<file path="src/rtl/dfsec_pkg.sv">
package dfsec_pkg;

    // Fixed field widths of the words on both channels
    localparam int VID_W   = 3;
    localparam int COUNT_W = 4;
    localparam int DEPTH_W = 4;

    // Opcodes of the input word
    localparam logic OP_ADD_EDGE = 1'b0;
    localparam logic OP_RUN      = 1'b1;

    typedef enum logic [2:0] {
        ST_IDLE,
        ST_ROOT,
        ST_LOAD,
        ST_SCAN,
        ST_POP,
        ST_FINISH
    } dfsec_state_t;

    typedef struct packed {
        logic [VID_W-1:0]   from_vertex;
        logic [VID_W-1:0]   to_vertex;
        logic               tree_edge;
        logic [DEPTH_W-1:0] depth_level;
        logic               root_group_end;
        logic               last;
    } dfsec_rec_t;

    // Walker requests toward the adjacency store
    typedef struct packed {
        logic rd_en;
        logic clear;
    } dfsec_walk_ctl_t;

endpackage

</file>
<file path="src/rtl/dfsec_if.sv">
interface dfsec_in_if;
    logic                            valid;
    logic                            ready;
    logic                            opcode;
    logic [dfsec_pkg::VID_W-1:0]     src_vertex;
    logic [dfsec_pkg::VID_W-1:0]     dst_vertex;
    logic [dfsec_pkg::COUNT_W-1:0]   vertex_count;

    modport source (
        output valid, opcode, src_vertex, dst_vertex, vertex_count,
        input  ready
    );
    modport sink (
        input  valid, opcode, src_vertex, dst_vertex, vertex_count,
        output ready
    );
endinterface

interface dfsec_out_if;
    logic                            valid;
    logic                            ready;
    logic [dfsec_pkg::VID_W-1:0]     from_vertex;
    logic [dfsec_pkg::VID_W-1:0]     to_vertex;
    logic                            tree_edge;
    logic [dfsec_pkg::DEPTH_W-1:0]   depth_level;
    logic                            root_group_end;
    logic                            last;

    modport source (
        output valid, from_vertex, to_vertex, tree_edge, depth_level,
               root_group_end, last,
        input  ready
    );
    modport sink (
        input  valid, from_vertex, to_vertex, tree_edge, depth_level,
               root_group_end, last,
        output ready
    );
endinterface

</file>
<file path="src/rtl/dfsec_adj_store.sv">
// Adjacency matrix: one row per source vertex in a synchronous RAM.
// Edge loads are a two-stage read-modify-write with one-entry forwarding.
// Row valid bits make a never-written or cleared row read as zero.
module dfsec_adj_store #(
    parameter int  MAX_VERTICES = 8,
    localparam int VTX_W = $clog2(MAX_VERTICES)
) (
    input  logic                            clk,
    input  logic                            rst_n,
    input  logic                            edge_en,
    input  logic [dfsec_pkg::VID_W-1:0]     src_vertex,
    input  logic [dfsec_pkg::VID_W-1:0]     dst_vertex,
    input  dfsec_pkg::dfsec_walk_ctl_t      walk_ctl,
    input  logic [VTX_W-1:0]                walk_addr,
    output logic [MAX_VERTICES-1:0]         row
);

    logic [MAX_VERTICES-1:0] adj_mem [MAX_VERTICES];

    logic [MAX_VERTICES-1:0] row_valid_reg, row_valid_next;
    logic                    s2_valid_reg;
    logic [VTX_W-1:0]        s2_src_reg;
    logic [VTX_W-1:0]        s2_dst_reg;
    logic                    fwd_valid_reg;
    logic [VTX_W-1:0]        fwd_addr_reg;
    logic [MAX_VERTICES-1:0] fwd_row_reg;
    logic [MAX_VERTICES-1:0] rd_data_reg;
    logic                    rd_valid_reg;

    logic                    in_range;
    logic                    load_en;
    logic                    rd_en;
    logic [VTX_W-1:0]        rd_addr;
    logic [MAX_VERTICES-1:0] base_row;
    logic [MAX_VERTICES-1:0] new_row;

    assign in_range = (32'(src_vertex) < 32'(MAX_VERTICES))
                   && (32'(dst_vertex) < 32'(MAX_VERTICES));
    assign load_en  = edge_en && in_range;
    assign rd_en    = walk_ctl.rd_en || load_en;
    assign rd_addr  = walk_ctl.rd_en ? walk_addr : VTX_W'(src_vertex);

    // Row written last cycle is not yet visible at the read port
    assign base_row = (fwd_valid_reg && (fwd_addr_reg == s2_src_reg)) ? fwd_row_reg
                    : (rd_valid_reg ? rd_data_reg : '0);
    assign new_row  = base_row | ({{(MAX_VERTICES-1){1'b0}}, 1'b1} << s2_dst_reg);

    assign row = rd_valid_reg ? rd_data_reg : '0;

    always_comb
    begin
        row_valid_next = row_valid_reg;
        if (walk_ctl.clear)
        begin
            row_valid_next = '0;
        end
        else if (s2_valid_reg)
        begin
            row_valid_next[s2_src_reg] = 1'b1;
        end
    end

    always_ff @(posedge clk or negedge rst_n)
    begin
        if (!rst_n)
        begin
            row_valid_reg <= '0;
            s2_valid_reg  <= 1'b0;
            fwd_valid_reg <= 1'b0;
        end
        else
        begin
            row_valid_reg <= row_valid_next;
            s2_valid_reg  <= load_en;
            fwd_valid_reg <= s2_valid_reg;
        end
    end

    always_ff @(posedge clk)
    begin
        if (s2_valid_reg)
        begin
            adj_mem[s2_src_reg] <= new_row;
        end
        if (rd_en)
        begin
            rd_data_reg  <= adj_mem[rd_addr];
            rd_valid_reg <= row_valid_reg[rd_addr];
        end
        if (load_en)
        begin
            s2_src_reg <= VTX_W'(src_vertex);
            s2_dst_reg <= VTX_W'(dst_vertex);
        end
        fwd_addr_reg <= s2_src_reg;
        fwd_row_reg  <= new_row;
    end

endmodule

</file>
<file path="src/rtl/dfs_edge_classifier.sv">
// Depth-first edge classifier. Add-edge words set one bit of an adjacency
// matrix and are taken one per cycle; a duplicate edge is absorbed. A run
// word walks the graph depth-first from every unvisited root below
// min(vertex_count, MAX_VERTICES), neighbors in ascending order, and sends
// one output word per examined edge; the last word of the run carries last.
// A run with no edges sends nothing. After the run the matrix and visited
// marks clear together and the block takes words again. The run is slowed
// by output backpressure, and every step waits for the single read port
// of the adjacency RAM; returning from a descent also waits on the walk
// stack RAM read. No input word is taken during a run. The output holds
// one word in a register and one more ahead of it, so the final word can
// be flagged.
module dfs_edge_classifier #(
    parameter int MAX_VERTICES = 8
) (
    input  logic             clk,
    input  logic             rst_n,
    dfsec_in_if.sink         in_ch,
    dfsec_out_if.source      out_ch
);

    localparam int VTX_W = $clog2(MAX_VERTICES);
    localparam int CNT_W = $clog2(MAX_VERTICES + 1);
    localparam int STK_W = VTX_W + CNT_W;

    // FSM and walk state
    dfsec_pkg::dfsec_state_t state_reg, state_next;
    logic [CNT_W-1:0]        n_reg, n_next;
    logic [CNT_W-1:0]        root_reg, root_next;
    logic [CNT_W-1:0]        sp_reg, sp_next;
    logic [VTX_W-1:0]        top_vertex_reg, top_vertex_next;
    logic [CNT_W-1:0]        top_next_reg, top_next_next;
    logic [MAX_VERTICES-1:0] top_row_reg, top_row_next;
    logic [MAX_VERTICES-1:0] visited_reg, visited_next;

    // Output staging: pending word, then output register
    dfsec_pkg::dfsec_rec_t   pend_reg, pend_next;
    logic                    pend_valid_reg, pend_valid_next;
    dfsec_pkg::dfsec_rec_t   out_reg, out_next;
    logic                    out_valid_reg, out_valid_next;

    // Walk stack RAM: parent vertex and its resume index
    logic [STK_W-1:0]        stack_mem [MAX_VERTICES];
    logic [STK_W-1:0]        stack_rd_reg;
    logic                    stack_wr_en, stack_rd_en;
    logic [VTX_W-1:0]        stack_wr_addr, stack_rd_addr;
    logic [STK_W-1:0]        stack_wr_data;

    // Adjacency store interface
    logic                        edge_en;
    dfsec_pkg::dfsec_walk_ctl_t  walk_ctl;
    logic [VTX_W-1:0]            walk_addr;
    logic [MAX_VERTICES-1:0]     adj_row;

    // Neighbor search on the cached row
    logic [MAX_VERTICES-1:0] masked, lowest, rest;
    logic [VTX_W-1:0]        w_idx;
    logic                    found, is_last, tree;
    logic [VTX_W-1:0]        root_idx;
    logic [CNT_W-1:0]        sp_dec1, sp_dec2;

    logic in_acc, out_free, can_emit, root_live, push_ok;
    dfsec_pkg::dfsec_rec_t   rec;

    dfsec_adj_store #(
        .MAX_VERTICES (MAX_VERTICES)
    ) u_adj_store (
        .clk        (clk),
        .rst_n      (rst_n),
        .edge_en    (edge_en),
        .src_vertex (in_ch.src_vertex),
        .dst_vertex (in_ch.dst_vertex),
        .walk_ctl   (walk_ctl),
        .walk_addr  (walk_addr),
        .row        (adj_row)
    );

    assign in_ch.ready = (state_reg == dfsec_pkg::ST_IDLE);
    assign in_acc      = in_ch.valid && in_ch.ready;
    assign out_free    = !out_valid_reg || out_ch.ready;
    assign can_emit    = !pend_valid_reg || out_free;

    assign root_idx  = root_reg[VTX_W-1:0];
    assign root_live = (root_reg < n_reg);
    assign sp_dec1   = sp_reg - CNT_W'(1);
    assign sp_dec2   = sp_reg - CNT_W'(2);

    // Lowest set bit at or above the resume index, and whether another follows
    always_comb
    begin
        for (int i = 0; i < MAX_VERTICES; i++)
        begin
            masked[i] = top_row_reg[i] && (CNT_W'(i) >= top_next_reg);
        end
        lowest = masked & (~masked + {{(MAX_VERTICES-1){1'b0}}, 1'b1});
        rest   = masked ^ lowest;
        w_idx  = '0;
        for (int i = 0; i < MAX_VERTICES; i++)
        begin
            if (lowest[i])
            begin
                w_idx = w_idx | VTX_W'(i);
            end
        end
        found   = |masked;
        is_last = ~|rest;
    end

    assign tree    = !visited_reg[w_idx];
    assign push_ok = tree && (sp_reg < CNT_W'(MAX_VERTICES));

    always_comb
    begin
        rec.from_vertex    = dfsec_pkg::VID_W'(top_vertex_reg);
        rec.to_vertex      = dfsec_pkg::VID_W'(w_idx);
        rec.tree_edge      = tree;
        rec.depth_level    = dfsec_pkg::DEPTH_W'(sp_reg);
        rec.root_group_end = (sp_reg == CNT_W'(1)) && is_last;
        rec.last           = 1'b0;
    end

    // Next state
    always_comb
    begin
        state_next = state_reg;
        case (state_reg)
            dfsec_pkg::ST_IDLE:
            begin
                if (in_acc && (in_ch.opcode == dfsec_pkg::OP_RUN))
                begin
                    state_next = dfsec_pkg::ST_ROOT;
                end
            end
            dfsec_pkg::ST_ROOT:
            begin
                if (!root_live)
                begin
                    state_next = dfsec_pkg::ST_FINISH;
                end
                else if (!visited_reg[root_idx])
                begin
                    state_next = dfsec_pkg::ST_LOAD;
                end
            end
            dfsec_pkg::ST_LOAD:
            begin
                state_next = dfsec_pkg::ST_SCAN;
            end
            dfsec_pkg::ST_SCAN:
            begin
                if (!found)
                begin
                    state_next = (sp_reg == CNT_W'(1)) ? dfsec_pkg::ST_ROOT
                                                       : dfsec_pkg::ST_POP;
                end
                else if (can_emit && push_ok)
                begin
                    state_next = dfsec_pkg::ST_LOAD;
                end
            end
            dfsec_pkg::ST_POP:
            begin
                state_next = dfsec_pkg::ST_LOAD;
            end
            dfsec_pkg::ST_FINISH:
            begin
                if (!pend_valid_reg || out_free)
                begin
                    state_next = dfsec_pkg::ST_IDLE;
                end
            end
            default:
            begin
                state_next = dfsec_pkg::ST_IDLE;
            end
        endcase
    end

    // Datapath and memory control
    always_comb
    begin
        n_next          = n_reg;
        root_next       = root_reg;
        sp_next         = sp_reg;
        top_vertex_next = top_vertex_reg;
        top_next_next   = top_next_reg;
        top_row_next    = top_row_reg;
        visited_next    = visited_reg;
        pend_next       = pend_reg;
        pend_valid_next = pend_valid_reg;
        out_next        = out_reg;
        out_valid_next  = out_valid_reg && !out_ch.ready;
        edge_en         = 1'b0;
        walk_ctl        = '0;
        walk_addr       = top_vertex_reg;
        stack_wr_en     = 1'b0;
        stack_wr_addr   = sp_dec1[VTX_W-1:0];
        stack_wr_data   = {top_vertex_reg, CNT_W'(w_idx) + CNT_W'(1)};
        stack_rd_en     = 1'b0;
        stack_rd_addr   = sp_dec2[VTX_W-1:0];

        case (state_reg)
            dfsec_pkg::ST_IDLE:
            begin
                if (in_acc)
                begin
                    if (in_ch.opcode == dfsec_pkg::OP_ADD_EDGE)
                    begin
                        edge_en = 1'b1;
                    end
                    else
                    begin
                        // vertex count saturates at the matrix size
                        if (32'(in_ch.vertex_count) > 32'(MAX_VERTICES))
                        begin
                            n_next = CNT_W'(MAX_VERTICES);
                        end
                        else
                        begin
                            n_next = CNT_W'(in_ch.vertex_count);
                        end
                        root_next = '0;
                    end
                end
            end
            dfsec_pkg::ST_ROOT:
            begin
                if (root_live)
                begin
                    root_next = root_reg + CNT_W'(1);
                    if (!visited_reg[root_idx])
                    begin
                        visited_next[root_idx] = 1'b1;
                        sp_next                = CNT_W'(1);
                        top_vertex_next        = root_idx;
                        top_next_next          = '0;
                        walk_ctl.rd_en         = 1'b1;
                        walk_addr              = root_idx;
                    end
                end
            end
            dfsec_pkg::ST_LOAD:
            begin
                top_row_next = adj_row;
            end
            dfsec_pkg::ST_SCAN:
            begin
                if (!found)
                begin
                    // row exhausted: pop, fetch parent unless this was the root
                    sp_next = sp_dec1;
                    if (sp_reg != CNT_W'(1))
                    begin
                        stack_rd_en = 1'b1;
                    end
                end
                else if (can_emit)
                begin
                    pend_next       = rec;
                    pend_valid_next = 1'b1;
                    if (pend_valid_reg)
                    begin
                        out_next       = pend_reg;
                        out_valid_next = 1'b1;
                    end
                    top_next_next = CNT_W'(w_idx) + CNT_W'(1);
                    if (push_ok)
                    begin
                        stack_wr_en         = 1'b1;
                        visited_next[w_idx] = 1'b1;
                        sp_next             = sp_reg + CNT_W'(1);
                        top_vertex_next     = w_idx;
                        top_next_next       = '0;
                        walk_ctl.rd_en      = 1'b1;
                        walk_addr           = w_idx;
                    end
                end
            end
            dfsec_pkg::ST_POP:
            begin
                top_vertex_next = stack_rd_reg[STK_W-1:CNT_W];
                top_next_next   = stack_rd_reg[CNT_W-1:0];
                walk_ctl.rd_en  = 1'b1;
                walk_addr       = stack_rd_reg[STK_W-1:CNT_W];
            end
            dfsec_pkg::ST_FINISH:
            begin
                if (!pend_valid_reg || out_free)
                begin
                    if (pend_valid_reg)
                    begin
                        out_next      = pend_reg;
                        out_next.last = 1'b1;
                        out_valid_next = 1'b1;
                    end
                    pend_valid_next = 1'b0;
                    walk_ctl.clear  = 1'b1;
                    visited_next    = '0;
                    sp_next         = '0;
                end
            end
            default:
            begin
            end
        endcase
    end

    always_ff @(posedge clk or negedge rst_n)
    begin
        if (!rst_n)
        begin
            state_reg      <= dfsec_pkg::ST_IDLE;
            sp_reg         <= '0;
            visited_reg    <= '0;
            pend_valid_reg <= 1'b0;
            out_valid_reg  <= 1'b0;
        end
        else
        begin
            state_reg      <= state_next;
            sp_reg         <= sp_next;
            visited_reg    <= visited_next;
            pend_valid_reg <= pend_valid_next;
            out_valid_reg  <= out_valid_next;
        end
    end

    always_ff @(posedge clk)
    begin
        n_reg          <= n_next;
        root_reg       <= root_next;
        top_vertex_reg <= top_vertex_next;
        top_next_reg   <= top_next_next;
        top_row_reg    <= top_row_next;
        pend_reg       <= pend_next;
        out_reg        <= out_next;
    end

    always_ff @(posedge clk)
    begin
        if (stack_wr_en)
        begin
            stack_mem[stack_wr_addr] <= stack_wr_data;
        end
        if (stack_rd_en)
        begin
            stack_rd_reg <= stack_mem[stack_rd_addr];
        end
    end

    assign out_ch.valid          = out_valid_reg;
    assign out_ch.from_vertex    = out_reg.from_vertex;
    assign out_ch.to_vertex      = out_reg.to_vertex;
    assign out_ch.tree_edge      = out_reg.tree_edge;
    assign out_ch.depth_level    = out_reg.depth_level;
    assign out_ch.root_group_end = out_reg.root_group_end;
    assign out_ch.last           = out_reg.last;

endmodule

</file>
<file path="src/flat_wrapper.sv">
// flat-port wrapper written by rule: the top's interface ports become plain ports
module dfs_edge_classifier_flat 
#(
    parameter int MAX_VERTICES = 8
)
  (clk, rst_n, in_ch_valid, in_ch_opcode, in_ch_src_vertex, in_ch_dst_vertex, in_ch_vertex_count, in_ch_ready, out_ch_valid, out_ch_from_vertex, out_ch_to_vertex, out_ch_tree_edge, out_ch_depth_level, out_ch_root_group_end, out_ch_last, out_ch_ready);
  dfsec_in_if in_ch_i ();
  dfsec_out_if out_ch_i ();
  input  logic clk;
  input  logic rst_n;
  input wire logic [$bits(in_ch_i.valid)-1:0] in_ch_valid;
  input wire logic [$bits(in_ch_i.opcode)-1:0] in_ch_opcode;
  input wire logic [$bits(in_ch_i.src_vertex)-1:0] in_ch_src_vertex;
  input wire logic [$bits(in_ch_i.dst_vertex)-1:0] in_ch_dst_vertex;
  input wire logic [$bits(in_ch_i.vertex_count)-1:0] in_ch_vertex_count;
  output wire logic [$bits(in_ch_i.ready)-1:0] in_ch_ready;
  output wire logic [$bits(out_ch_i.valid)-1:0] out_ch_valid;
  output wire logic [$bits(out_ch_i.from_vertex)-1:0] out_ch_from_vertex;
  output wire logic [$bits(out_ch_i.to_vertex)-1:0] out_ch_to_vertex;
  output wire logic [$bits(out_ch_i.tree_edge)-1:0] out_ch_tree_edge;
  output wire logic [$bits(out_ch_i.depth_level)-1:0] out_ch_depth_level;
  output wire logic [$bits(out_ch_i.root_group_end)-1:0] out_ch_root_group_end;
  output wire logic [$bits(out_ch_i.last)-1:0] out_ch_last;
  input wire logic [$bits(out_ch_i.ready)-1:0] out_ch_ready;
  assign in_ch_i.valid = in_ch_valid;
  assign in_ch_i.opcode = in_ch_opcode;
  assign in_ch_i.src_vertex = in_ch_src_vertex;
  assign in_ch_i.dst_vertex = in_ch_dst_vertex;
  assign in_ch_i.vertex_count = in_ch_vertex_count;
  assign in_ch_ready = in_ch_i.ready;
  assign out_ch_valid = out_ch_i.valid;
  assign out_ch_from_vertex = out_ch_i.from_vertex;
  assign out_ch_to_vertex = out_ch_i.to_vertex;
  assign out_ch_tree_edge = out_ch_i.tree_edge;
  assign out_ch_depth_level = out_ch_i.depth_level;
  assign out_ch_root_group_end = out_ch_i.root_group_end;
  assign out_ch_last = out_ch_i.last;
  assign out_ch_i.ready = out_ch_ready;
  dfs_edge_classifier #(.MAX_VERTICES(MAX_VERTICES)) u_core (.clk(clk), .rst_n(rst_n), .in_ch(in_ch_i), .out_ch(out_ch_i));
endmodule
</file>
<file path="config.mk">
export PLATFORM = sky130hd
export DESIGN_NAME = dfs_edge_classifier_flat
export DESIGN_NICKNAME = d
export VERILOG_FILES = /design/src/rtl/dfsec_pkg.sv /design/src/rtl/dfsec_if.sv /design/src/rtl/dfsec_adj_store.sv /design/src/rtl/dfs_edge_classifier.sv /design/src/flat_wrapper.sv
export SDC_FILE = /design/constraint.sdc
export NUM_CORES = 1
export LEC_CHECK = 0
export BUFFER_PORTS_ARGS = -buffer_cell sky130_fd_sc_hd__buf_2
export CELL_PAD_IN_SITES_DETAIL_PLACEMENT = 1
export CELL_PAD_IN_SITES_GLOBAL_PLACEMENT = 2
export CORE_MARGIN = 1.5
export CORE_UTILIZATION = 44
export DETAILED_ROUTE_END_ITERATION = 8
export PLACE_DENSITY_LB_ADDON = 0.2
export SLEW_MARGIN = 20
export SYNTH_ARGS = -nofsm -noshare
export SYNTH_HDL_FRONTEND = slang
export SYNTH_SLANG_ARGS = --single-unit
</file>
<file path="constraint.sdc">
create_clock -name clk -period 4.1 [get_ports clk]
set_clock_uncertainty 0.2 [all_clocks]
set_input_delay 0.205 -clock clk [delete_from_list [all_inputs] [get_ports clk]]
set_output_delay 0.205 -clock clk [all_outputs]
set_load 0.05 [all_outputs]
</file>
; Word level (Yosys, flattened, before mapping)
; Memories as Yosys holds them, arrays and structs flattened. A register that Yosys moved wholly into a read port is not among the register bits.
; Index checks and enable logic that the tools add are counted.
[totals]
register_bits = 93
ramBits = 120
inputBits = 15
out_inout_bits = 15
mem_count = 2
[classes]
add_sub_neg = 6
order_cmp = 18
n_eq_ne = 23
shift = 1
mux = 95
n_bitwise = 7
n_reduce_logical = 43
[memory_table]
columns = name, depth, width, read_ports, rd_ports_with_merged_regs, wr, line_no
row1 = u_core.u_adj_store.adj_mem, 8, 8, 1, 1, 1, dfsec_adj_store.sv:18  ; logic [MAX_VERTICES-1:0] adj_mem [MAX_VERTICES];
row2 = u_core.stack_mem, 8, 7, 1, 1, 1, dfs_edge_classifier.sv:43  ; logic [STK_W-1:0] stack_mem [MAX_VERTICES];
[ops]
columns = cell, n
row1 = $mux 8, 10
row2 = $mux 13, 5
row3 = $mux 4, 14
row4 = $mux 3, 17
row5 = $or 8x8->8, 4
row6 = $mux 1, 31
row7 = $pmux 13 s2, 1
row8 = $pmux 4 s3, 2
row9 = $pmux 8 s3, 1
row10 = $logic_and 1x1->1, 18
row11 = $pmux 3 s6, 1
row12 = $ge 3x4->1 const A, 4
row13 = $lt 3x4->1 const B, 4
row14 = $reduce_or 8->1, 2
row15 = $ne 2x1->1 const B, 7
row16 = $ne 3x3->1 const B, 4
row17 = $reduce_and 4->1, 3
row18 = $reduce_and 6->1, 2
row19 = $bmux 1 s3, 3
row20 = $demux 1 s3, 3
row21 = $ge 3x1->1 const B, 3
row22 = $pmux 3 s3, 1
row23 = $add 4x1->4 const B, 2
row24 = $add 8x1->8 const B, 1
row25 = 31 further kinds, 50

; Logic depth before layout (Yosys ltp)
; Gate-level depths: netlist (run 1).
[logic_depth]
word_depth = 23
ltp_mapped = 16
ltp_nobuf = 11

; By module
; From an unflattened synthesis (run 1), not the netlist that was laid out.
[hier_totals]
cells_unflattened = 744
area_unflattened_um2 = 10034.6
[modules_own_cells]
columns = mod, instances, cells_per_inst, area_each_um2, seq_area_each_um2
row1 = dfs_edge_classifier, 1, 445, 5964.5, 3728.6
row2 = dfsec_adj_store, 1, 299, 4070.2, 2842.7

; Least setup slack after synthesis (run 1)
; No wires, ideal clock.
[synth_timing]
path_kind = register to register
startpoint = register u_core.top_row_reg[0]
endpoint = register u_core.u_adj_store.rd_data_reg[7] (read register of u_core.u_adj_store.adj_mem) (data pin)
setup_ns = 0.263
t_arrival_ns = 3.205
slack_ns = 0.431
stages_incl_launch_ff = 14
path_buffers = 3
cell_sequence = edfxtp_1 -> nor2b_2 -> o21a_1 -> or4_4 -> buf_6 -> o21ai_4 -> mux2i_1 -> nand3_1 -> a32oi_1 -> buf_2 -> clkbuf_1 -> a211oi_1 -> a211oi_1 -> nor4_1
[synth_lines]
columns = element, line_no
row1 = "start, declared", dfs_edge_classifier.sv:33  ; logic [MAX_VERTICES-1:0] top_row_reg, top_row_next;
row2 = "start signal, assigned", dfs_edge_classifier.sv:334  ; top_row_reg <= top_row_next;
row3 = "end, declared", dfsec_adj_store.sv:27  ; logic [MAX_VERTICES-1:0] rd_data_reg;

==> metrics.json, run 1 <==
{
  "outcome": {
    "run_status": "finished, final reports clean"
  },
  "logic_synthesis": {
    "syn-cell-area_um2": 10100,
    "synth.top_cells.by_area": "sky130_fd_sc_hd__edfxtp_1, sky130_fd_sc_hd__dfrtp_1, sky130_fd_sc_hd__a211oi_1, sky130_fd_sc_hd__mux4_2, sky130_fd_sc_hd__dfxtp_1",
    "postSynthRegisterBits": 228,
    "synth_ff_type": "sky130_fd_sc_hd__edfxtp_1",
    "synthesis.yosys.warnings": 0,
    "async_reset_ff_share_pct": 11.8,
    "synth_top_cell_by_area": "sky130_fd_sc_hd__edfxtp_1",
    "seq_area_frac_synth_pct": 64.9,
    "synthDominantCellAreaShare_pct": 55.4,
    "syn-mean-instance-area_um2": 13.2,
    "synth_edf_count": 187,
    "synth.net_count": 792,
    "syn_inst": 766,
    "netlist-cell-type-count": 69
  },
  "placement": {
    "gp_congestion": 0.889,
    "placed_cells": 1081,
    "dpl.hpwl_um": 18200,
    "portBuffers": 29,
    "pre_cts_slack_ns": 0.0231,
    "postPlaceCellArea_um2": 10800
  },
  "timing": {
    "slew_at_the_pin_with_the_worst_max_slew_slack_ns": 0.992,
    "setup_slack_ns": 0.167,
    "max_slew_margin_pct": 33.1,
    "drv_slew": 0,
    "highest_clock_frequency_the_design_can_meet_mhz": 254,
    "setup_viol_count_final": 0,
    "final_hold_viol_count": 0,
    "min_period_over_period_pct": 95.9,
    "post-route-min-period_ns": 3.93
  },
  "global_route": {
    "grt_overflow_total": 0,
    "met3_usage_pct": 2.75,
    "largest_net_degree_at_the_start_of_global_routing": 43,
    "grt_most_used_layer": "met2",
    "met2_track_demand_over_resource_in_global_routing_pct": 39.1,
    "groute.layer.met1.usage_pct": 27.4,
    "via_count_of_the_first_global_routing_pass": 6984,
    "grt.total_usage_pct": 21.7,
    "antenna_found_initial": 0,
    "global_route_wire_length_before_repair_um": 39900
  },
  "floorplanning": {
    "start_util_pct": 44.8,
    "die_w_um": 155,
    "dieHeight_um": 155,
    "placementRows": 55,
    "top_level_ports": 30,
    "die-area_um2": 23900,
    "core_area_um2": 22600
  },
  "power_and_ir_drop": {
    "intPower_mw": 6.00,
    "power_leakage_nw": 4.24,
    "clockPowerShare_pct": 20.6,
    "combinational_share_of_power_pct": 42.7,
    "switchingPower_mw": 3.87,
    "powerDensity_nw_per_um2": 836,
    "part_of_the_power_in_registers_pct": 36.6,
    "power.switching_fraction_pct": 39.2,
    "vdd_ir_drop_max_mv": 0.450
  },
  "clock_network": {
    "cts_max_path_buffers": 3,
    "clock_h_tree_levels": 1,
    "clock_insertion_delay_worst_skew_ns": 0.52,
    "cts_inserted_buffers": 25,
    "clock_tree_from_tritoncts": "built",
    "clock_sinks": 228,
    "clock_tree.root_cell": "sky130_fd_sc_hd__clkbuf_16",
    "clkTransAtPathRegs_ns": 0.06
  },
  "critical_path": {
    "count_of_buffering_cells_on_the_critical_path_with_inverters_included": 3,
    "cell_depth_of_the_worst_flop_to_flop_path": 13,
    "crit_path_frequent_cell": "sky130_fd_sc_hd__buf_4",
    "worst_reg2reg_startpoint": "u_core.top_next_reg[2]$_DFFE_PP_",
    "crit_path_end_kind": "flop",
    "timing.reg2reg.setup_slack_ns": 0.17,
    "longest_individual_stage_delay_on_the_worst_path_ns": 0.65,
    "path_class": "reg -> reg",
    "worstPathRequired_ns": 4.16,
    "crit-reg2reg-capture": "u_core.u_adj_store.rd_data_reg[2]$_DFFE_PP_",
    "timing.critical_path.slowest_stage_cell": "sky130_fd_sc_hd__or4_4",
    "cp_top_family": "simple AND/OR/NAND/NOR gates",
    "cell_by_cell_trace_of_the_critical_path": "nand2b_1 > a21oi_1 > or4_4 > o21ai_4 > mux2i_4 > and4_4 > buf_4 > nor3_4 > buf_4 > a21o_1 > buf_4 > a211oi_1 > nor4_1",
    "critical_path.max_fanout": 19,
    "worst_setup_path_start_kind": "flop",
    "cp.arrival_ns": 3.99
  },
  "drt": {
    "routed_via_density": 5.62,
    "drtAntennaViolNets": 0,
    "route.detailed.wl_per_inst_um": 21.8,
    "route.final.wire_length_um": 25100,
    "drt-initial-drc-count": 302,
    "vias": 6462,
    "drc": 0,
    "firstDrtPassIters": 4
  },
  "layout": {
    "layout-drive-gt1-share_pct": 18.8,
    "layout.cells.most_common_list": "sky130_fd_sc_hd__edfxtp_1, sky130_fd_sc_hd__a211oi_1, sky130_fd_sc_hd__nor2_1",
    "leading_cell_type_in_the_layout_fill_and_taps_excluded": "sky130_fd_sc_hd__edfxtp_1",
    "final_cells": 1150,
    "design_area_um2": 11800,
    "nNetsFinal": 873,
    "n_fill_cell": 2266,
    "number_of_antenna_repair_diodes": 0,
    "final_core_utilization_pct": 52.2,
    "largest_register_ffs": 64,
    "synthToLayoutAreaGrowth_pct": 16.6
  },
  "run": {
    "maxCapViolations": 0
  },
  "min_path": {
    "min-delay-path-class": "in -> async"
  }
}
stage by stage:
stage               TNS (ns)  hold slack [ns]  total power [mW]
floorplan                  0           -0.291              6.33
global route         -0.0214            0.157              10.4
CTS                        0            0.115              9.76
finish                     0            0.112              9.87
global placement           0            0.112              7.50
detailed placement         0            0.122              7.68
cells in the mapped netlist, types with 5 or more instances:
cell,instances
sky130_fd_sc_hd__a211oi_1,72
sky130_fd_sc_hd__a21oi_1,27
sky130_fd_sc_hd__a32o_1,5
sky130_fd_sc_hd__and2_1,14
sky130_fd_sc_hd__buf_2,10
sky130_fd_sc_hd__buf_6,5
sky130_fd_sc_hd__clkbuf_1,16
sky130_fd_sc_hd__dfrtp_1,27
sky130_fd_sc_hd__dfxtp_1,14
sky130_fd_sc_hd__edfxtp_1,187
sky130_fd_sc_hd__ha_1,11
sky130_fd_sc_hd__inv_1,55
sky130_fd_sc_hd__mux2_2,9
sky130_fd_sc_hd__mux2i_1,14
sky130_fd_sc_hd__mux4_2,14
sky130_fd_sc_hd__nand2_1,41
sky130_fd_sc_hd__nand2b_1,15
sky130_fd_sc_hd__nand3_1,14
sky130_fd_sc_hd__nor2_1,66
sky130_fd_sc_hd__nor3_1,14
sky130_fd_sc_hd__nor4_1,12
sky130_fd_sc_hd__o21ai_0,24
sky130_fd_sc_hd__o31ai_1,8
sky130_fd_sc_hd__or3_1,5
sky130_fd_sc_hd__xor2_1,5
timing repair:
action / CTS / global route
gates resized for setup: 0 / 17
endpoints found under the setup margin: 0 / 9
buffers inserted: 0 / 9
hold buffers: 15 / 0
hold endpoints to repair: 45 / 0
power groups by stage:
stage / Combinational (mW) / Clock, mW / Sequential (mW)
floorplan: 2.74 / 0 / 3.59
finish: 4.22 / 2.03 / 3.62
global route: 4.61 / 2.16 / 3.67
CTS: 4.04 / 2.09 / 3.64
detailed placement: 4.00 / 0 / 3.68
global placement: 3.84 / 0 / 3.66
area by class of cell:
| type | instances | area (um^2) | area share (%) |
|---|---|---|---|
| inverter | 55 | 206 | 1.75 |
| multi-input combinational | 445 | 3240 | 27.4 |
| tap | 285 | 357 | 3.02 |
| sequential | 228 | 6570 | 55.6 |
| clock inverter | 9 | 68.8 | 0.583 |
| timing repair buffer | 92 | 701 | 5.93 |
| clock buffer | 36 | 667 | 5.65 |
how the worst max path moves through the flow:
stage | from | end | depth (start not counted)
final | u_core.top_next_reg[2]$_DFFE_PP_ | u_core.u_adj_store.rd_data_reg[2]$_DFFE_PP_ | 13
after floorplan | u_core.top_row_reg[0]$_DFFE_PP_ | u_core.u_adj_store.rd_data_reg[7]$_DFFE_PP_ | 13
after global routing | u_core.top_next_reg[1]$_DFFE_PP_ | u_core.u_adj_store.rd_data_reg[1]$_DFFE_PP_ | 13
after CTS | u_core.top_next_reg[2]$_DFFE_PP_ | u_core.u_adj_store.rd_valid_reg$_DFFE_PP_ | 11
after detailed placement | u_core.top_next_reg[2]$_DFFE_PP_ | u_core.u_adj_store.rd_valid_reg$_DFFE_PP_ | 11
after global placement | u_core.top_next_reg[2]$_DFFE_PP_ | u_core.u_adj_store.rd_data_reg[6]$_DFFE_PP_ | 12
cell families after synthesis:
kind of cell | after synthesis | share of synthesized area, %
xor+xnor | 9 | 0.778
mux | 37 | 5.50
compound gates | 178 | 12.8
buf+inv | 93 | 4.12
fa+ha+maj | 11 | 1.36
flops | 228 | 64.9
simple gates | 210 | 10.6
routing by layer:
layer | wire length (um) | vias up
met4 | 655 | 0
met3 | 1060 | 47
met1 | 10700 | 3223
li1 | - | 3072
met5 | 0 | -
met2 | 12700 | 120
worst register-to-register path: stages (launching register included):
cell	delay, ns
sky130_fd_sc_hd__edfxtp_1	0.50
sky130_fd_sc_hd__nand2b_1	0.16
sky130_fd_sc_hd__a21oi_1	0.10
sky130_fd_sc_hd__or4_4	0.65
sky130_fd_sc_hd__o21ai_4	0.24
sky130_fd_sc_hd__mux2i_4	0.31
sky130_fd_sc_hd__and4_4	0.33
sky130_fd_sc_hd__buf_4	0.18
sky130_fd_sc_hd__nor3_4	0.06
sky130_fd_sc_hd__buf_4	0.20
sky130_fd_sc_hd__a21o_1	0.18
sky130_fd_sc_hd__buf_4	0.18
sky130_fd_sc_hd__a211oi_1	0.31
sky130_fd_sc_hd__nor4_1	0.10
Power figures use the tool's default switching activity.
==> run 2: changes to the inputs <==
Settings changed: CORE_MARGIN 1.5 to unset.
==> metrics.json, run 2 (synthesis results as in run 1) <==
{
  "clock_network": {
    "clock_h_tree_levels": {"value": 1, "change": "unchanged"},
    "cts_max_path_buffers": {"value": 3, "change": "unchanged"},
    "cts_inserted_buffers": {"value": 25, "change": "unchanged"},
    "clock_tree_from_tritoncts": "built",
    "clock_sinks": {"value": 228, "change": "unchanged"},
    "clock_tree.root_cell": "sky130_fd_sc_hd__clkbuf_16",
    "clock_insertion_delay_worst_skew": {"value": 0.52, "unit": "ns", "change": "about the same"},
    "clkTransAtPathRegs": {"value": 0.06, "unit": "ns", "change": "about the same"}
  },
  "power_and_ir_drop": {
    "intPower": {"value": 6.11, "unit": "mW", "change": "+1.9%"},
    "power.switching_fraction": {"value": 39.6, "unit": "%", "change": "+0.43 points"},
    "total_power": {"value": 10.1, "unit": "mW", "change": "+2.6%"},
    "switchingPower": {"value": 4.02, "unit": "mW", "change": "+3.8%"},
    "combinational_share_of_power": {"value": 42.0, "unit": "%", "change": "-0.7 points"},
    "clockPowerShare": {"value": 21.7, "unit": "%", "change": "+1.1 points"},
    "power_leakage": {"value": 4.28, "unit": "nW", "change": "+1.1%"},
    "part_of_the_power_in_registers": {"value": 36.3, "unit": "%", "change": "-0.3 points"},
    "powerDensity": {"value": 849, "unit": "nW/um^2", "change": "+1.6%"},
    "vdd_ir_drop_max": {"value": 0.539, "unit": "mV", "change": "+20%"}
  },
  "global_route": {
    "global_route_wire_length_before_repair": {"value": 40200, "unit": "um", "change": "+0.87%"},
    "grt_overflow_total": {"value": 0, "change": "unchanged"},
    "largest_net_degree_at_the_start_of_global_routing": {"value": 43, "change": "unchanged"},
    "antenna_found_initial": {"value": 0, "change": "unchanged"},
    "grt.total_usage": {"value": 22.2, "unit": "%", "change": "+0.52 points"},
    "via_count_of_the_first_global_routing_pass": {"value": 6893, "change": "-1.3%"}
  },
  "min_path": {
    "min-delay-path-class": "in -> async"
  },
  "timing": {
    "min_period_over_period": {"value": 96.2, "unit": "%", "change": "+0.33 points"},
    "post-route-min-period": {"value": 3.95, "unit": "ns", "change": "+0.0133 ns"},
    "setup_viol_count_final": {"value": 0, "change": "unchanged"},
    "slew_at_the_pin_with_the_worst_max_slew_slack": {"value": 1.06, "unit": "ns", "change": "+0.0692 ns"},
    "max_slew_margin": {"value": 28.5, "unit": "%", "change": "-4.7 points"},
    "worst_hold_slack": {"value": 0.135, "unit": "ns", "change": "+0.0223 ns"},
    "tns": {"value": 0, "unit": "ns", "change": "unchanged"},
    "highest_clock_frequency_the_design_can_meet": {"value": 253, "unit": "MHz", "change": "-0.34%"},
    "final_hold_viol_count": {"value": 0, "change": "unchanged"},
    "drv_slew": {"value": 0, "change": "unchanged"},
    "rsz0062_at_grt": "false"
  },
  "critical_path": {
    "timing.reg2reg.setup_slack": {"value": 0.15, "unit": "ns", "change": "about the same"},
    "longest_individual_stage_delay_on_the_worst_path": {"value": 0.49, "unit": "ns", "change": "-0.16 ns"},
    "cell_by_cell_trace_of_the_critical_path": "clkbuf_2 > a21bo_2 > a32o_1 > a31oi_4 > mux2i_1 > or3_4 > and4_4 > or2_1 > buf_12 > a21o_1 > buf_12 > a211oi_1 > nor4_1",
    "crit_path_end_kind": "flop",
    "worstPathRequired": {"value": 4.16, "unit": "ns", "change": "about the same"},
    "cp_top_family": "compound AO/OA/AOI/OAI gates",
    "timing.critical_path.slowest_stage_cell": "sky130_fd_sc_hd__edfxtp_1",
    "crit_path_frequent_cell": "sky130_fd_sc_hd__buf_12",
    "worst_setup_path_start_kind": "flop",
    "cp.arrival": {"value": 4.00, "unit": "ns", "change": "about the same"},
    "count_of_buffering_cells_on_the_critical_path_with_inverters_included": {"value": 3, "change": "unchanged"},
    "critical_path.max_fanout": {"value": 42, "change": "+23"},
    "path_class": "reg -> reg"
  },
  "layout": {
    "nNetsFinal": {"value": 874, "change": "+0.11%"},
    "number_of_antenna_repair_diodes": {"value": 0, "change": "unchanged"},
    "layout.cells.most_common_list": "sky130_fd_sc_hd__edfxtp_1, sky130_fd_sc_hd__nor2_1, sky130_fd_sc_hd__a211oi_1",
    "leading_cell_type_in_the_layout_fill_and_taps_excluded": "sky130_fd_sc_hd__edfxtp_1",
    "layout-drive-gt1-share": {"value": 20.4, "unit": "%", "change": "+1.6 points"},
    "synthToLayoutAreaGrowth_pct": 17.7,
    "largest_register_ffs": {"value": 64, "change": "unchanged"}
  },
  "drt": {
    "route.final.wire_length": {"value": 25900, "unit": "um", "change": "+3.3%"},
    "drc": {"value": 0, "change": "unchanged"},
    "vias": {"value": 6500, "change": "+0.59%"},
    "routed_via_density": {"value": 5.65, "change": "+0.50%"},
    "drtAntennaViolNets": {"value": 0, "change": "unchanged"},
    "firstDrtPassIters": {"value": 4, "change": "unchanged"},
    "drt-initial-drc-count": {"value": 396, "change": "+31%"},
    "route.detailed.wl_per_inst": {"value": 22.5, "unit": "um", "change": "+3.2%"}
  },
  "floorplanning": {
    "start_util": {"value": 44.8, "unit": "%", "change": "unchanged"},
    "core_area": {"value": 22600, "unit": "um^2", "change": "unchanged"},
    "die-area": {"value": 23600, "unit": "um^2", "change": "-1.3%"},
    "die_w": {"value": 154, "unit": "um", "change": "-0.65%"},
    "dieHeight": {"value": 154, "unit": "um", "change": "-0.65%"},
    "placementRows": {"value": 55, "change": "unchanged"},
    "top_level_ports": {"value": 30, "change": "unchanged"}
  },
  "outcome": {
    "run_status": "finished, final reports clean"
  },
  "placement": {
    "dpl.hpwl": {"value": 18200, "unit": "um", "change": "-0.27%"},
    "portBuffers": {"value": 29, "change": "unchanged"},
    "gp_congestion": {"value": 0.869, "change": "-2.2%"}
  },
  "run": {
    "maxCapViolations": {"value": 0, "change": "unchanged"}
  }
}
-- run 2: final timing paths --
path	start	endpoint	cells past startpoint
max reg2reg	u_core.top_next_reg[2]$_DFFE_PP_	u_core.u_adj_store.rd_data_reg[3]$_DFFE_PP_	13
min	rst_n	u_core.sp_reg[2]$_DFFE_PN0P_	2
max in group asynchronous	rst_n	u_core.u_adj_store.row_valid_reg[1]$_DFFE_PN0P_	2
min reg2reg	u_core.u_adj_store.s2_valid_reg$_DFF_PN0_	u_core.u_adj_store.fwd_valid_reg$_DFF_PN0_	0
max	u_core.top_next_reg[2]$_DFFE_PP_	u_core.u_adj_store.rd_data_reg[3]$_DFFE_PP_	13
min in group clk	in_ch_dst_vertex[2]	u_core.u_adj_store.s2_dst_reg[2]$_DFFE_PP_	2
-- run 2: area by class of cell --
type                            count  area (um^2)
Multi-Input combinational cell    445         3280
Clock buffer                       29          661
Inverter                           55          206
Clock inverter                     16          145
Sequential cell                   228         6570
Tap cell                          285          357
Fill cell                        2251        10700
Timing Repair Buffer               93          714
-- run 2: per-stage QoR --
stage / setup slack [ns] / std cells / utilization [%] / instance area, um^2
floorplan: 0.431 / 766 / - / 10100
global placement: 0.175 / 1081 / 47.5 / 10800
detailed placement: 0.0463 / 1081 / 47.6 / 10800
CTS: 0.0159 / 1145 / 52.0 / 11800
global route: 0.00778 / 1151 / 52.7 / 11900
finish: 0.154 / 1151 / 52.7 / 11900
-- run 2: repair_timing --
| item | in CTS | in global routing |
|---|---|---|
| pin swaps | 1 | 3 |
| resized for setup | 2 | 18 |
| endpoints found under the hold margin | 48 | 0 |
| endpoints found under the setup margin | 1 | 9 |
| setup buffers | 4 | 5 |
| hold buffers | 15 | 0 |
-- run 2: worst register-to-register path: cells and delay by family, from the launching register on --
kind | cells | cell delay (ns)
buffers and inverters | 3 | 0.56
multiplexers | 1 | 0.13
AO/OA/AOI/OAI | 5 | 1.30
flip-flops | 1 | 0.49
AND/OR/NAND/NOR | 4 | 1.02
-- run 2: metal layers --
layer / vias to the layer above / routed length, um / share of wire (%) / GRT usage, %
met5: - / 0 / 0 / 0
met1: 3263 / 11200 / 43 / 29.7
li1: 3067 / - / - / -
met2: 130 / 13000 / 50 / 38.1
met4: 0 / 628 / 2.4 / 6.14
met3: 40 / 1170 / 4.5 / 2.90
-- run 2: power groups by stage --
stage	Clock (mW)	Combinational [mW]	Sequential [mW]
4_1_cts	2.24	4.07	3.68
5_1_grt	2.32	4.62	3.72
6_report	2.20	4.26	3.68
2_1_floorplan	0	2.74	3.59
3_5_place_dp	0	3.97	3.72
3_3_place_gp	0	3.82	3.70
